$ cat config.mk
export PLATFORM = sky130hd
export DESIGN_NAME = unsigned_decimal_formatter
export DESIGN_NICKNAME = d
export VERILOG_FILES = /design/src/udf_pkg.sv /design/src/unsigned_decimal_formatter.sv
export SDC_FILE = /design/constraint.sdc
export NUM_CORES = 1
export LEC_CHECK = 0
export ABC_AREA = 1
export BUFFER_PORTS_ARGS = -buffer_cell sky130_fd_sc_hd__buf_4
export CORE_UTILIZATION = 30
export DETAILED_ROUTE_END_ITERATION = 10
export PLACE_DENSITY = 0.47
export SETUP_SLACK_MARGIN = 0.3
export SLEW_MARGIN = 20
export SYNTH_ARGS = -nofsm -noshare
export SYNTH_HDL_FRONTEND = slang
export SYNTH_SLANG_ARGS = --single-unit
$ cat constraint.sdc
create_clock -name clk_i -period 10.8 [get_ports clk_i]
set_clock_uncertainty 0.1 [all_clocks]
set_input_delay 2.16 -clock clk_i [delete_from_list [all_inputs] [get_ports clk_i]]
set_output_delay 2.16 -clock clk_i [all_outputs]
set_load 0.01 [all_outputs]
$ cat src/udf_pkg.sv
// shared constants for the unsigned decimal formatter
// no dependencies
`timescale 1ns / 1ps

package udf_pkg;

  // input value and bcd conversion sizes
  localparam int unsigned VALUE_W       = 64;
  localparam int unsigned BCD_DIGITS    = 20;
  localparam int unsigned BCD_W         = 4 * BCD_DIGITS;
  localparam int unsigned BITS_PER_STEP = 2;
  localparam int unsigned CONV_STEPS    = VALUE_W / BITS_PER_STEP;
  localparam int unsigned CONV_CNT_W    = $clog2(CONV_STEPS);
  localparam int unsigned DIG_IDX_W     = $clog2(BCD_DIGITS);
  localparam int unsigned NDIG_W        = $clog2(BCD_DIGITS + 1);

  // configuration port
  localparam int unsigned CFG_IDX_W  = 4;
  localparam int unsigned CFG_DATA_W = 8;
  localparam int unsigned CFG_NUM_W  = 6;

  localparam logic [CFG_IDX_W-1:0] REG_FIELD_WIDTH  = 4'd0;
  localparam logic [CFG_IDX_W-1:0] REG_MIN_DIGITS   = 4'd1;
  localparam logic [CFG_IDX_W-1:0] REG_LEFT_JUSTIFY = 4'd2;
  localparam logic [CFG_IDX_W-1:0] REG_ZERO_PAD     = 4'd3;

  localparam logic [CFG_NUM_W-1:0] FIELD_WIDTH_RST = 6'd0;
  localparam logic [CFG_NUM_W-1:0] MIN_DIGITS_RST  = 6'd1;

  // ascii codes
  localparam logic [7:0] CHAR_ZERO  = 8'h30;
  localparam logic [7:0] CHAR_NINE  = 8'h39;
  localparam logic [7:0] CHAR_SPACE = 8'h20;

endpackage

$ cat src/unsigned_decimal_formatter.sv
// Unsigned decimal formatter: writes one 64-bit value as printf-style
// decimal text, one ASCII character per output transaction.
// Channels: input (in_valid_i / in_stall_o / value_i), output
// (out_valid_o / out_stall_i / out_char_o / last_o), and a configuration
// write port (cfg_valid_i / cfg_ready_o / cfg_index_i / cfg_data_i) for
// field_width (0), min_digits (1), left_justify (2) and zero_pad (3).
// A value is taken when in_valid_i is high and in_stall_o low; the block
// then holds in_stall_o high until its whole field has been loaded into
// the output register.
// Steps: binary to bcd conversion in ST_CONV (shared shift-add-3 unit,
// two bits a cycle), a digit count in ST_COUNT, the field plan in ST_PLAN,
// then in ST_EMIT one character per cycle while the receiver does not
// stall. The field length is at most MAX_FIELD.
// A zero value with min_digits 0 and field_width 0 gives no characters.
// A stalled receiver holds the character in the output register; nothing is lost.
// Reset clears the sequencer and output valid and loads the register
// defaults (width 0, min_digits 1, no flags). Configuration writes are
// always accepted and should only happen while the block is idle.
// Depends on udf_pkg.
`timescale 1ns / 1ps

module unsigned_decimal_formatter #(
  parameter int unsigned MAX_FIELD = 32
) (
  input  logic                             clk_i,
  input  logic                             rst_ni,
  // configuration writes
  input  logic                             cfg_valid_i,
  output logic                             cfg_ready_o,
  input  logic [udf_pkg::CFG_IDX_W-1:0]    cfg_index_i,
  input  logic [udf_pkg::CFG_DATA_W-1:0]   cfg_data_i,
  // input values
  input  logic                             in_valid_i,
  output logic                             in_stall_o,
  input  logic [udf_pkg::VALUE_W-1:0]      value_i,
  // output characters
  output logic                             out_valid_o,
  input  logic                             out_stall_i,
  output logic [7:0]                       out_char_o,
  output logic                             last_o
);

  localparam int unsigned CNT_W = $clog2(MAX_FIELD + 1);

  typedef enum logic [2:0] {
    ST_IDLE,
    ST_CONV,
    ST_COUNT,
    ST_PLAN,
    ST_EMIT
  } state_e;

  // control and output registers
  state_e                            state_q, state_d;
  logic                              out_valid_q, out_valid_d;
  logic [7:0]                        out_char_q, out_char_d;
  logic                              out_last_q, out_last_d;
  logic [udf_pkg::CFG_NUM_W-1:0]     field_width_q;
  logic [udf_pkg::CFG_NUM_W-1:0]     min_digits_q;
  logic                              left_justify_q;
  logic                              zero_pad_q;

  // datapath registers
  logic [udf_pkg::VALUE_W-1:0]       bin_q, bin_d;
  logic [udf_pkg::BCD_W-1:0]         bcd_q, bcd_d;
  logic [udf_pkg::CONV_CNT_W-1:0]    conv_cnt_q, conv_cnt_d;
  logic [udf_pkg::NDIG_W-1:0]        ndig_q, ndig_d;
  logic [CNT_W-1:0]                  pos_q, pos_d;
  logic [CNT_W-1:0]                  total_q, total_d;
  logic [CNT_W-1:0]                  zero_start_q, zero_start_d;
  logic [CNT_W-1:0]                  zero_end_q, zero_end_d;
  logic [CNT_W-1:0]                  dig_end_q, dig_end_d;
  logic [7:0]                        pad_char_q, pad_char_d;

  // add 3 to every bcd digit of five or more
  function automatic logic [udf_pkg::BCD_W-1:0] bcd_adjust(
    input logic [udf_pkg::BCD_W-1:0] bcd
  );
    logic [udf_pkg::BCD_W-1:0] res;
    res = bcd;
    for (int i = 0; i < int'(udf_pkg::BCD_DIGITS); i++) begin
      if (bcd[4*i +: 4] >= 4'd5) begin
        res[4*i +: 4] = bcd[4*i +: 4] + 4'd3;
      end
    end
    return res;
  endfunction

  // shared conversion unit: two shift-add-3 steps
  logic [udf_pkg::BCD_W-1:0] bcd_adj1, bcd_adj2;
  logic [udf_pkg::BCD_W-1:0] bcd_step1, bcd_step2;
  always_comb begin
    bcd_adj1  = bcd_adjust(bcd_q);
    bcd_step1 = {bcd_adj1[udf_pkg::BCD_W-2:0], bin_q[udf_pkg::VALUE_W-1]};
    bcd_adj2  = bcd_adjust(bcd_step1);
    bcd_step2 = {bcd_adj2[udf_pkg::BCD_W-2:0], bin_q[udf_pkg::VALUE_W-2]};
  end

  // significant digit count from the bcd result
  logic [udf_pkg::NDIG_W-1:0] ndig_calc;
  always_comb begin
    ndig_calc = '0;
    for (int i = 0; i < int'(udf_pkg::BCD_DIGITS); i++) begin
      if (bcd_q[4*i +: 4] != 4'd0) begin
        ndig_calc = udf_pkg::NDIG_W'(i + 1);
      end
    end
  end

  // clamped register values and field plan
  logic [CNT_W-1:0] width_c, prec_c, ndig_c, zeros_c, body_c, pads_c, total_c;
  always_comb begin
    width_c = (int'(field_width_q) > int'(MAX_FIELD)) ? CNT_W'(MAX_FIELD)
                                                       : CNT_W'(field_width_q);
    prec_c  = (int'(min_digits_q) > int'(MAX_FIELD)) ? CNT_W'(MAX_FIELD)
                                                      : CNT_W'(min_digits_q);
    ndig_c  = CNT_W'(ndig_q);
    zeros_c = (prec_c > ndig_c) ? prec_c - ndig_c : '0;
    body_c  = ndig_c + zeros_c;
    pads_c  = (body_c < width_c) ? width_c - body_c : '0;
    total_c = body_c + pads_c;
  end

  // character at the current position
  logic [CNT_W-1:0]               dig_off;
  logic [udf_pkg::DIG_IDX_W-1:0]  dig_idx;
  logic [3:0]                     dig_val;
  logic [7:0]                     cur_char;
  always_comb begin
    dig_off = dig_end_q - pos_q - CNT_W'(1);
    dig_idx = dig_off[udf_pkg::DIG_IDX_W-1:0];
    dig_val = bcd_q[{dig_idx, 2'b00} +: 4];
    if (pos_q < zero_start_q) begin
      cur_char = pad_char_q;
    end else if (pos_q < zero_end_q) begin
      cur_char = udf_pkg::CHAR_ZERO;
    end else if (pos_q < dig_end_q) begin
      cur_char = udf_pkg::CHAR_ZERO | {4'd0, dig_val};
    end else begin
      cur_char = pad_char_q;
    end
  end

  // sequencer
  logic out_free;
  logic is_last;
  always_comb begin
    state_d      = state_q;
    out_valid_d  = out_valid_q & out_stall_i;
    out_char_d   = out_char_q;
    out_last_d   = out_last_q;
    bin_d        = bin_q;
    bcd_d        = bcd_q;
    conv_cnt_d   = conv_cnt_q;
    ndig_d       = ndig_q;
    pos_d        = pos_q;
    total_d      = total_q;
    zero_start_d = zero_start_q;
    zero_end_d   = zero_end_q;
    dig_end_d    = dig_end_q;
    pad_char_d   = pad_char_q;
    out_free     = ~out_valid_q | ~out_stall_i;
    is_last      = (pos_q == total_q - CNT_W'(1));

    unique case (state_q)
      ST_IDLE: begin
        if (in_valid_i) begin
          bin_d      = value_i;
          bcd_d      = '0;
          conv_cnt_d = '0;
          state_d    = ST_CONV;
        end
      end
      ST_CONV: begin
        bcd_d      = bcd_step2;
        bin_d      = {bin_q[udf_pkg::VALUE_W-3:0], 2'b00};
        conv_cnt_d = conv_cnt_q + udf_pkg::CONV_CNT_W'(1);
        if (conv_cnt_q == udf_pkg::CONV_CNT_W'(udf_pkg::CONV_STEPS - 1)) begin
          state_d = ST_COUNT;
        end
      end
      ST_COUNT: begin
        ndig_d  = ndig_calc;
        state_d = ST_PLAN;
      end
      ST_PLAN: begin
        total_d = total_c;
        pos_d   = '0;
        if (left_justify_q) begin
          zero_start_d = '0;
          zero_end_d   = zeros_c;
          dig_end_d    = body_c;
          pad_char_d   = udf_pkg::CHAR_SPACE;
        end else begin
          zero_start_d = pads_c;
          zero_end_d   = pads_c + zeros_c;
          dig_end_d    = total_c;
          pad_char_d   = zero_pad_q ? udf_pkg::CHAR_ZERO : udf_pkg::CHAR_SPACE;
        end
        state_d = (total_c == '0) ? ST_IDLE : ST_EMIT;
      end
      ST_EMIT: begin
        if (out_free) begin
          out_valid_d = 1'b1;
          out_char_d  = cur_char;
          out_last_d  = is_last;
          pos_d       = pos_q + CNT_W'(1);
          if (is_last) begin
            state_d = ST_IDLE;
          end
        end
      end
      default: begin
        state_d = ST_IDLE;
      end
    endcase
  end

  // state, output register and configuration registers
  always_ff @(posedge clk_i or negedge rst_ni) begin
    if (!rst_ni) begin
      state_q        <= ST_IDLE;
      out_valid_q    <= 1'b0;
      out_char_q     <= '0;
      out_last_q     <= 1'b0;
      field_width_q  <= udf_pkg::FIELD_WIDTH_RST;
      min_digits_q   <= udf_pkg::MIN_DIGITS_RST;
      left_justify_q <= 1'b0;
      zero_pad_q     <= 1'b0;
    end else begin
      state_q     <= state_d;
      out_valid_q <= out_valid_d;
      out_char_q  <= out_char_d;
      out_last_q  <= out_last_d;
      if (cfg_valid_i) begin
        unique case (cfg_index_i)
          udf_pkg::REG_FIELD_WIDTH:  field_width_q  <= cfg_data_i[udf_pkg::CFG_NUM_W-1:0];
          udf_pkg::REG_MIN_DIGITS:   min_digits_q   <= cfg_data_i[udf_pkg::CFG_NUM_W-1:0];
          udf_pkg::REG_LEFT_JUSTIFY: left_justify_q <= cfg_data_i[0];
          udf_pkg::REG_ZERO_PAD:     zero_pad_q     <= cfg_data_i[0];
          default: ;
        endcase
      end
    end
  end

  // datapath registers, no reset needed
  always_ff @(posedge clk_i) begin
    bin_q        <= bin_d;
    bcd_q        <= bcd_d;
    conv_cnt_q   <= conv_cnt_d;
    ndig_q       <= ndig_d;
    pos_q        <= pos_d;
    total_q      <= total_d;
    zero_start_q <= zero_start_d;
    zero_end_q   <= zero_end_d;
    dig_end_q    <= dig_end_d;
    pad_char_q   <= pad_char_d;
  end

  assign cfg_ready_o = 1'b1;
  assign in_stall_o  = (state_q != ST_IDLE);
  assign out_valid_o = out_valid_q;
  assign out_char_o  = out_char_q;
  assign last_o      = out_last_q;

endmodule

==> metrics.md <==
| Metric | Value |
|---|---|
| Setup violators final | 0 |
| Min-delay src | out_char_o[5] |
| Dpl hpwl | 25700 um |
| Overall Global Routing Usage | 14.1% |
| Commonest non-fill, non-tap cell in the layout | nand2_1 |
| Diodes inserted | 0 |
| Wire per inst | 13.4 um |
| CTS hold repair buffers | 0 |
| Sequential element share of the synthesized area | 41.3% |
| Most frequent cells in the layout | nand2_1, inv_1, o21ai_0 |
| Synth top area share | 37.1% |
| WL final | 35300 um |
| Finished Cell Area | 0.0172 sq mm |
| Hold Path Class | reg -> reg |
| Max frequency | 163 MHz |
| Synth Instances | 1866 |
| CTS Buf Count | 28 |
| Number of synthesized register bits | 210 |
| H-tree Lvls | 1 |
| Fin nets | 2162 |
| Final Max Slew Viols | 0 |
| Uppermost layer routed | met4 |
| # fillers | 5241 |
| Core Area | 0.0491 sq mm |
| Maximum fanout along the worst path | 11 |
| Final hold slack | 383 ps |
| DIE WIDTH | 225 um |
| Cell Rows | 81 |
| Clock transition at the registers of the reported paths | 60 ps |
| Required @ worst endpoint | 11130 ps |
| Post-synth EDFFs | 185 |
| DRT met1 WL | 17000 um |
| PortBufs | 87 |
| First-pass GRT wire length | 58600 um |
| Crit-path max cell delay | 480 ps |
| Fin crit share | 56.7% |
| Drt via density | 4.60 |
| Asr flop ratio synth | 11.9% |
| Met3 Wirelength | 1210 um |
| Final count of hold timing violations | 0 |
| Dpl cell area | 0.0163 sq mm |
| TNS Setup | 0 ps |
| Synth cell types | 51 |
| Insertion delay to the later sink of the worst-skew pair | 580 ps |
| Clock Path Buffers | 3 |
| First-pass DRT Iterations | 5 |
| Top post-synthesis cells by area | edfxtp_1, ha_1, nand2_1, inv_1, o21ai_0 |
| Met2 Wirelength | 16400 um |
| Root Driver | clkbuf_16 |
| Die height | 225 um |
| Die ar. | 0.0508 sq mm |
| Crit path from | min_digits_q[5] |
| Most frequent CP cell | nand2_1 |
| DRT antenna net count | 0 |
| Total gr overflow | 0 |
| Synth Warn # | 0 |
| Delay-heaviest family, CP | adder cells |
| Max_slew headroom | 37.1% |
| Status | finished, final reports clean |
| Slowest-stage cell, CP | dfrtp_1 |
| Final Critical Period | 6130 ps |
| CP Class | reg -> reg |
| Cts repair resizes | 0 |
| RSZ-0062 raised after global routing | no |
| Reg area | 0.00618 sq mm |
| Initial DRC Count | 538 |
| TritonCTS clock tree | built |
| Post-synth top flop | edfxtp_1 |
| Proportion of layout cells with a drive suffix above 1 | 9.72% |
| CP Data Arrival Time | 6460 ps |
| Maximum capacitance violations | 0 |
| Fin util | 35.0% |
| Largest net degree at the start of global routing | 93 |
| Type of origin of the critical path | flop |
| Area delta synth->final | 14.9% |
| Crit path capture type | flop |
| Num ports | 93 |
| Area of the multi-input gates | 0.00749 sq mm |
| Total number of vias | 12091 |
| Antenna violations before repair | 0 |
| Drt drc | 0 |
| Mapped Area | 0.0150 sq mm |
| Vias in the first global route | 11891 |
| Post-CTS Setup Inserts | 0 |
| Avg Cell Area, Syn | 8.02 sq um |
| GPL Wtd Cong | 0.784 |
| Starting Density | 30.5% |
| Num Clock Sinks | 210 |
| Post-synth top area cell | edfxtp_1 |
| Worst Path Buf+Inv | 3 |
| Worst reg2reg startpoint | min_digits_q[5] |
| Worst-margin pin slew | 944 ps |
==> logic make-up (layout without fill, tap and decap cells) <==
kind of cell	after synthesis	in the layout	share of synthesized area, %
other	2	3	0.0502
flip-flops	210	210	41.3
adder cells (fa/ha/maj)	135	135	11.6
XOR/XNOR	59	59	3.45
AND/OR/NAND/NOR	686	686	19.1
buffers and inverters	343	442	8.75
AO/OA/AOI/OAI	431	431	15.8
==> cell type report <==
type,instances,area share [%]
repair buffers,97,4.24
multi-input cells,1314,43.6
well taps,664,4.83
flip-flops and latches,210,36.0
clock buffers,40,4.34
clock inverters,10,0.590
inverters,295,6.45
==> layer usage <==
metal  global-route usage (%)  vias to the layer above
met2                     24.0                      163
met1                     18.8                     5578
li1                         -                     6318
met4                     3.03                        0
met3                     2.06                       32
met5                        0                        -
==> through the flow <==
stage	setup slack, ps	cells
after floorplan	4820	1867
after global placement	4660	2580
after detailed placement	4610	2580
after CTS	4630	2630
after global routing	4060	2630
final	4670	2630
==> cells in the mapped netlist (3+ instances only) <==
cell	n
a31oi_1	7
a21oi_1	140
nand4_1	7
dfrtp_1	24
o31ai_1	4
o21a_1	8
xor2_1	39
o211ai_1	8
inv_1	294
xnor2_1	20
nor2_1	132
a211oi_1	26
buf_1	4
buf_4	3
a21boi_0	9
a32oi_1	3
o21bai_1	4
clkbuf_1	38
o21ai_1	8
nand2_1	427
ha_1	129
fa_1	6
o21ai_0	205
nand2_2	9
nand3_1	46
nand3_2	4
edfxtp_1	185
or2_2	31
nor3_1	17
==> registers in the layout (all words and copies together) (netlist names) <==
signal,count
ndig_q,5
last_o,1
state_q,3
dig_end_q,6
out_valid_o,1
zero_end_q,6
field_width_q,6
zero_pad_q,1
total_q,6
min_digits_q,6
left_justify_q,1
zero_start_q,6
pos_q,6
out_char_o,6
pad_char_q,1
bcd_q,80
bin_q,64
conv_cnt_q,5
==> worst paths after layout <==
path                              endpoint  slack [ps]  depth (start not counted)
max                             state_q[2]        4670                         30
min reg2reg                  out_char_o[5]         380                          1
min                          out_char_o[5]         380                          1
min in group asynchronous       state_q[2]        1400                          1
max reg2reg                     state_q[2]        4670                         30
max in group asynchronous  min_digits_q[0]        8870                          1
Power is left out: the tool's default activity adds up to more than one toggle a clock period on the data nets, which glitch-free logic cannot reach.
